`src/hw/rtl/fwc_pkg.sv`:
```
package fwc_pkg;

    localparam int DEPTH  = 16;
    localparam int WIDTH  = 32;
    localparam int DATA_W = 32;
    localparam int CNT_W  = $clog2(DEPTH + 1);

    typedef enum logic [1:0] {
        REQ_ENQ    = 2'd0,
        REQ_DEQ    = 2'd1,
        REQ_PEEK   = 2'd2,
        REQ_CANCEL = 2'd3
    } req_t;

    typedef enum logic [1:0] {
        ST_OK       = 2'd0,
        ST_FULL     = 2'd1,
        ST_EMPTY    = 2'd2,
        ST_NOTFOUND = 2'd3
    } status_t;

    typedef enum logic {
        S_IDLE,
        S_EXEC
    } state_t;

    typedef struct packed {
        logic load;
        logic exec;
    } cmd_t;

endpackage

```
`src/hw/rtl/fwc_dp.sv`:
```
module fwc_dp (
    input  logic                        clk,
    input  logic                        rst_n,
    input  fwc_pkg::cmd_t               cmd,
    input  logic [1:0]                  req_type,
    input  logic signed [31:0]          value,
    output logic [1:0]                  status,
    output logic signed [31:0]          data,
    output logic [fwc_pkg::CNT_W-1:0]   count,
    output logic                        is_empty,
    output logic                        is_full
);
    import fwc_pkg::*;

    logic [WIDTH-1:0] entry_reg [DEPTH];
    logic [CNT_W-1:0] count_reg;
    logic [CNT_W-1:0] count_next;
    req_t             req_reg;
    logic [WIDTH-1:0] word_reg;
    logic [DEPTH-1:0] match_reg;
    logic [DEPTH-1:0] match_next;

    status_t          status_reg;
    status_t          status_next;
    logic [WIDTH-1:0] data_reg;
    logic [WIDTH-1:0] data_next;
    logic [CNT_W-1:0] cnt_out_reg;
    logic             empty_reg;
    logic             full_reg;

    logic [DEPTH-1:0] rem;
    logic [DEPTH-1:0] shift_mask;
    logic             acc;
    logic             found;
    logic             q_empty;
    logic             q_full;
    logic             do_push;

    // per-cell compare, taken at accept
    always_comb
    begin
        for (int i = 0; i < DEPTH; i++)
        begin
            match_next[i] = (entry_reg[i] == value[WIDTH-1:0]) && (CNT_W'(i) < count_reg);
        end
    end

    always_comb
    begin
        acc = 1'b0;
        for (int i = 0; i < DEPTH; i++)
        begin
            acc    = acc | match_reg[i];
            rem[i] = acc;
        end
        found       = |match_reg;
        q_empty     = (count_reg == '0);
        q_full      = (count_reg == CNT_W'(DEPTH));
        status_next = ST_OK;
        data_next   = '0;
        count_next  = count_reg;
        do_push     = 1'b0;
        shift_mask  = '0;
        case (req_reg)
            REQ_ENQ:
            begin
                if (q_full)
                begin
                    status_next = ST_FULL;
                end
                else
                begin
                    do_push    = 1'b1;
                    count_next = count_reg + 1'b1;
                end
            end
            REQ_DEQ:
            begin
                if (q_empty)
                begin
                    status_next = ST_EMPTY;
                end
                else
                begin
                    data_next  = entry_reg[0];
                    shift_mask = '1;
                    count_next = count_reg - 1'b1;
                end
            end
            REQ_PEEK:
            begin
                if (q_empty)
                begin
                    status_next = ST_EMPTY;
                end
                else
                begin
                    data_next = entry_reg[0];
                end
            end
            REQ_CANCEL:
            begin
                if (q_empty)
                begin
                    status_next = ST_EMPTY;
                end
                else if (found)
                begin
                    shift_mask = rem;
                    count_next = count_reg - 1'b1;
                end
                else
                begin
                    status_next = ST_NOTFOUND;
                end
            end
            default:
            begin
                status_next = ST_OK;
            end
        endcase
    end

    always_ff @(posedge clk or negedge rst_n)
    begin
        if (!rst_n)
        begin
            count_reg <= '0;
        end
        else if (cmd.exec)
        begin
            count_reg <= count_next;
        end
    end

    always_ff @(posedge clk)
    begin
        if (cmd.load)
        begin
            req_reg   <= req_t'(req_type);
            word_reg  <= value[WIDTH-1:0];
            match_reg <= match_next;
        end
        if (cmd.exec)
        begin
            status_reg  <= status_next;
            data_reg    <= data_next;
            cnt_out_reg <= count_next;
            empty_reg   <= (count_next == '0);
            full_reg    <= (count_next == CNT_W'(DEPTH));
            for (int i = 0; i < DEPTH - 1; i++)
            begin
                if (shift_mask[i])
                begin
                    entry_reg[i] <= entry_reg[i+1];
                end
            end
            for (int i = 0; i < DEPTH; i++)
            begin
                if (do_push && (count_reg == CNT_W'(i)))
                begin
                    entry_reg[i] <= word_reg;
                end
            end
        end
    end

    assign status   = status_reg;
    assign data     = DATA_W'(data_reg);
    assign count    = cnt_out_reg;
    assign is_empty = empty_reg;
    assign is_full  = full_reg;

endmodule

```
`src/hw/rtl/fwc_ctrl.sv`:
```
module fwc_ctrl (
    input  logic           clk,
    input  logic           rst_n,
    input  logic           in_valid,
    output logic           in_ready,
    output logic           out_valid,
    input  logic           out_ready,
    output fwc_pkg::cmd_t  cmd
);
    import fwc_pkg::*;

    state_t state_reg;
    state_t state_next;
    logic   out_valid_reg;
    logic   out_valid_next;

    always_ff @(posedge clk or negedge rst_n)
    begin
        if (!rst_n)
        begin
            state_reg     <= S_IDLE;
            out_valid_reg <= 1'b0;
        end
        else
        begin
            state_reg     <= state_next;
            out_valid_reg <= out_valid_next;
        end
    end

    always_comb
    begin
        state_next     = state_reg;
        out_valid_next = out_valid_reg & ~out_ready;
        in_ready       = 1'b0;
        cmd.load       = 1'b0;
        cmd.exec       = 1'b0;
        case (state_reg)
            S_IDLE:
            begin
                in_ready = 1'b1;
                if (in_valid)
                begin
                    cmd.load   = 1'b1;
                    state_next = S_EXEC;
                end
            end
            S_EXEC:
            begin
                // result register must be free (or draining) to take the beat
                if (!out_valid_reg || out_ready)
                begin
                    cmd.exec       = 1'b1;
                    out_valid_next = 1'b1;
                    state_next     = S_IDLE;
                end
            end
            default:
            begin
                state_next = S_IDLE;
            end
        endcase
    end

    assign out_valid = out_valid_reg;

endmodule

```
`src/hw/rtl/fifo_with_cancel_by_value.sv`:
```
// out_valid is set by the execute step, which follows the accept once the result is free.
// Each request is accepted, then executed in the cell array; the next request is taken
// after that execute step, while the previous result waits in the output register.
// Cancel compares all cells in the accept cycle and shifts in the execute cycle.
// Reset (rst_n, async, active low) empties the queue and clears the handshake state.
module fifo_with_cancel_by_value
    import fwc_pkg::*;
(
    input  logic                 clk,
    input  logic                 rst_n,
    input  logic                 in_valid,
    output logic                 in_ready,
    input  logic [1:0]           req_type,
    input  logic signed [31:0]   value,
    output logic                 out_valid,
    input  logic                 out_ready,
    output logic [1:0]           status,
    output logic signed [31:0]   data,
    output logic [CNT_W-1:0]     count,
    output logic                 is_empty,
    output logic                 is_full
);

    cmd_t cmd;

    fwc_ctrl u_ctrl (
        .clk       (clk),
        .rst_n     (rst_n),
        .in_valid  (in_valid),
        .in_ready  (in_ready),
        .out_valid (out_valid),
        .out_ready (out_ready),
        .cmd       (cmd)
    );

    fwc_dp u_dp (
        .clk      (clk),
        .rst_n    (rst_n),
        .cmd      (cmd),
        .req_type (req_type),
        .value    (value),
        .status   (status),
        .data     (data),
        .count    (count),
        .is_empty (is_empty),
        .is_full  (is_full)
    );

    a_busy_after_accept: assert property (@(posedge clk) disable iff (!rst_n)
        (in_valid && in_ready) |=> !in_ready)
        else $error("request taken while one still executes");

    a_count_range: assert property (@(posedge clk) disable iff (!rst_n)
        out_valid |-> (count <= CNT_W'(DEPTH)))
        else $error("count beyond depth");

    a_flags: assert property (@(posedge clk) disable iff (!rst_n)
        out_valid |-> ((is_empty == (count == '0)) && (is_full == (count == CNT_W'(DEPTH)))))
        else $error("flags disagree with count");

    a_result_after_exec: assert property (@(posedge clk) disable iff (!rst_n)
        $rose(out_valid) |-> $past(!in_ready))
        else $error("result without an execute cycle");

endmodule

```
`config.mk`:
```
export PLATFORM = sky130hd
export DESIGN_NAME = fifo_with_cancel_by_value
export DESIGN_NICKNAME = d
export VERILOG_FILES = /design/src/hw/rtl/fwc_pkg.sv /design/src/hw/rtl/fwc_dp.sv /design/src/hw/rtl/fwc_ctrl.sv /design/src/hw/rtl/fifo_with_cancel_by_value.sv
export SDC_FILE = /design/constraint.sdc
export NUM_CORES = 1
export LEC_CHECK = 0
export BUFFER_PORTS_ARGS = -buffer_cell sky130_fd_sc_hd__clkbuf_2
export CAP_MARGIN = 25
export CORE_MARGIN = 1.5
export CORE_UTILIZATION = 59
export DETAILED_ROUTE_END_ITERATION = 8
export PLACE_DENSITY = 0.78
export SYNTH_ARGS = -nofsm -noshare
export SYNTH_HDL_FRONTEND = slang
export SYNTH_SLANG_ARGS = --single-unit
```
`constraint.sdc`:
```
create_clock -name clk -period 7.1 [get_ports clk]
set_input_delay 1.42 -clock clk [delete_from_list [all_inputs] [get_ports clk]]
set_output_delay 1.42 -clock clk [all_outputs]
set_load 0.01 [all_outputs]
```
==> run summary <==
The starting density of the core is ~60%. The vias after detailed routing is 19900. In this run the remaining antenna-violating nets after routing total 0. The fill cell instance count of the final layout came out at 3703. The cell area after technology mapping is 31400 um2. The die covers 54600 um2.

The element type at the critical path start is a register. The total count of hold-check failures in the final report is 0. The flow ran to the end, and the final reports show no timing, DRC or antenna violations. The class of the most critical hold timing path is register to register.

The count of clock tree sinks is 610. The analysis attributes to cell leakage a power of 0.0118 uW. The net count after synthesis is 2222. The TritonCTS clock tree is built. The transition time at the pin with the least slew margin came out at 1220 ps.

Cells with a size suffix above 1 make up around 33% of the layout. The number of detailed-route iterations in the first pass is 5. On the critical path the largest part of the delay comes from simple AND/OR/NAND/NOR gates. After legalization and detailed placement, the total HPWL measured between 60000 and 70000 um. The type of the setup path with the least slack is register to register. The minimum period implied by the final worst setup slack is 4170 ps. Setup violations remaining at the end of the flow were counted as 0. After the first detailed-routing iteration, the DRC count stood at 2424. The maximum buffer depth of the clock tree came out at 3. For this run, the leading register cell type out of synthesis is sky130_fd_sc_hd__edfxtp_1. In this run the vertical extent of the chip is between 200 and 250 um. The number of synthesized flops with an enable pin is 603.

In the layout the commonest cells are sky130_fd_sc_hd__edfxtp_1, sky130_fd_sc_hd__mux2_2, sky130_fd_sc_hd__xor2_1. After detailed routing, the average wire length per cell comes to 33.2 um. The via count of the first global-routing pass was 19500. Post-CTS repair changed the size of 0 cells. The number of levels in the clock H-tree is 3. The die extent in x is 234 um. After detailed routing, the number of remaining DRC violations is 0. Relative to the synthesized area, the layout overhead comes to 11.1%. The most repeated library cell on the critical path is sky130_fd_sc_hd__inv_1. The critical-path maximum fanout is 33. The weighted congestion reported at the end of routability-driven placement is 0.953. The number of flip-flops in the largest register came out at 512. The number of pins exceeding their max-slew limit in the final report came out at 0. The hold-fix buffer count after cts is 0.

The share of the clock period used by the worst path came out at 58.8%. The tool flagged a number of max-cap violations equal to 0. Pin placement for this block handled 81 I/O pins. The number of placement rows is between 80 and 90. The total routing usage reported by global routing came out at 36.5%. The maximum number of pins on one net before global-route repair came out at 51. After clock tree synthesis, the setup repair step added 0 buffers. The routed design has 98400 um of wire. The count of mapped cells out of synthesis came out at 2175. The leftover overflow at the end of global routing is 0.

The share of async-settable or async-resettable flops after synthesis came out at 1.15%. The number of buffers added by the clock tree synthesis step came out at 66. For the final routed database, the setup TNS stands at 0 ps.

STA classifies the critical path endpoint as a register. The number of distinct library cells after synthesis is 61. Dividing total power by cell area gives a power density of 364 nW/um2. STA puts the critical path data arrival time at between 4000 and 5000 ps. For this run, the number of Yosys warnings is 0. Clock tree synthesis selected as its root buffer the cell sky130_fd_sc_hd__clkbuf_16. The mean post-synth cell area came out at between 10 and 15 um2.

At the end of the flow, the number of nets in the layout was 2273. The longest individual stage delay on the worst path came out at 930 ps. At the later pin of the worst-skew pair, clock insertion delay measures ~600 ps. The slowest stage of the critical path belongs to the cell sky130_fd_sc_hd__nor2_4.

The setup clock skew after layout is 16.4 ps. Walking the worst path, the cells encountered are inv_1 > ha_1 > inv_1 > a31oi_1 > nand4_1 > nor2_4 > nor2_1 > nand2_1 > buf_4. The number of buffers and inverters on the critical path is 3. At the worst endpoint, the required time is 7340 ps. The number of antenna diodes came out at 0. The library cell used most frequently in the layout, excluding fill and tap cells, is sky130_fd_sc_hd__edfxtp_1. Setup repair after global routing left no endpoint under its margin. The post-synthesis sequential area ratio came out at 58.3%. The total power of the final layout is 12700 uW. During placement, the flow inserted port buffers numbering 80. The maximum vdd ir drop is 228 uV.

The initial antenna violation count came out at 1. The placeable core region is about 53000 um2. The average vias per placed instance came out at 6.72. The clock-pin slew of the registers on the worst-case setup and hold paths is about 60 ps. The maximum operating frequency is between 0.2 and 0.25 GHz. The worst relative slew slack came out at about a fifth. After synthesis the netlist holds a flip-flop and latch count of 610.

The wire length of the first global-routing pass came out at 139000 um.
per-layer routing:
layer	global-route usage (%)	up-vias	part of all wire (%)
met3	6.23	337	9.7
met5	0	-	0.036
met2	58.9	1369	48
met1	46.4	10000	36
met4	21.7	2	6.5
li1	-	8172	-
through the flow:
step	setup WS, ps	area, um2	hold WS (ps)	instances	utilization, %
floorplan	777	31400	506	2175	-
global placement	2530	32500	512	2833	61.8
detailed placement	2460	32600	500	2840	62.1
CTS	2690	34700	514	2954	66.1
global route	2810	34900	527	2960	66.3
finish	2930	34900	511	2960	66.3
cell families after synthesis:
logic type	count (synthesis)	synth area share, %
AND/OR/NAND/NOR	314	5.88
AO/OA/AOI/OAI	67	1.49
multiplexers	481	17.3
XOR/XNOR	513	14.3
adder cells (fa/ha/maj)	9	0.359
flip-flops	610	58.3
buffers and inverters	181	2.39
worst min-delay path, stage by stage, from the launching register on:
cell,delay [ps]
sky130_fd_sc_hd__dfrtp_1,340
sky130_fd_sc_hd__nand2b_1,70
sky130_fd_sc_hd__nand2_1,70
cells in the mapped netlist, drive strengths merged, types with 2 or more instances:
| cell | number | area share (%) |
|---|---|---|
| a2111oi | 5 | 0.14 |
| a21o | 2 | 0.048 |
| a21oi | 13 | 0.22 |
| a221oi | 4 | 0.11 |
| a31oi | 6 | 0.12 |
| and2 | 5 | 0.10 |
| and3 | 33 | 0.66 |
| and4 | 4 | 0.11 |
| buf | 54 | 0.87 |
| clkbuf | 114 | 1.4 |
| dfrtp | 7 | 0.56 |
| edfxtp | 603 | 58 |
| ha | 9 | 0.36 |
| inv | 13 | 0.16 |
| mux2 | 481 | 17 |
| nand2 | 34 | 0.46 |
| nand2b | 3 | 0.060 |
| nand3 | 16 | 0.26 |
| nand4 | 61 | 1.2 |
| nor2 | 29 | 0.37 |
| nor2b | 4 | 0.080 |
| nor3 | 16 | 0.27 |
| nor3b | 2 | 0.064 |
| nor4 | 93 | 1.9 |
| o2111ai | 3 | 0.084 |
| o211ai | 2 | 0.048 |
| o21a | 2 | 0.048 |
| o21ai | 14 | 0.22 |
| o31ai | 2 | 0.048 |
| or2 | 2 | 0.040 |
| or3 | 6 | 0.12 |
| or4 | 3 | 0.084 |
| xnor2 | 203 | 5.7 |
| xor2 | 310 | 8.7 |
power breakdown:
group	internal, uW	switching [uW]	leakage, uW
Combinational	1350	1810	0.00508
Sequential	5230	847	0.00567
Clock	2010	1430	0.00104
Total	8600	4080	0.0118
area by class of cell:
| cell class | count | area [um2] | area share, % |
|---|---|---|---|
| Multi-Input combinational cell | 1384 | 12400 | 35.7 |
| Inverter | 13 | 48.8 | 0.140 |
| Clock inverter | 24 | 219 | 0.628 |
| Timing Repair Buffer | 151 | 1100 | 3.17 |
| Clock buffer | 90 | 1900 | 5.45 |
| Sequential cell | 610 | 18300 | 52.4 |
| Tap cell | 688 | 861 | 2.47 |
worst paths after layout:
check | from | to | slack, ps | cells after the start
min in group asynchronous | rst_n | u_dp.count_reg[1] | 660 | 1
min reg2reg | u_ctrl.out_valid | u_ctrl.out_valid | 510 | 2
max in group asynchronous | rst_n | u_dp.count_reg[3] | 6250 | 1
max | u_dp.req_reg[0] | u_dp.entry_reg[0][308] | 2930 | 9
max reg2reg | u_dp.req_reg[0] | u_dp.entry_reg[0][308] | 2930 | 9
min | u_ctrl.out_valid | u_ctrl.out_valid | 510 | 2
(Power assumes the default switching activity.)
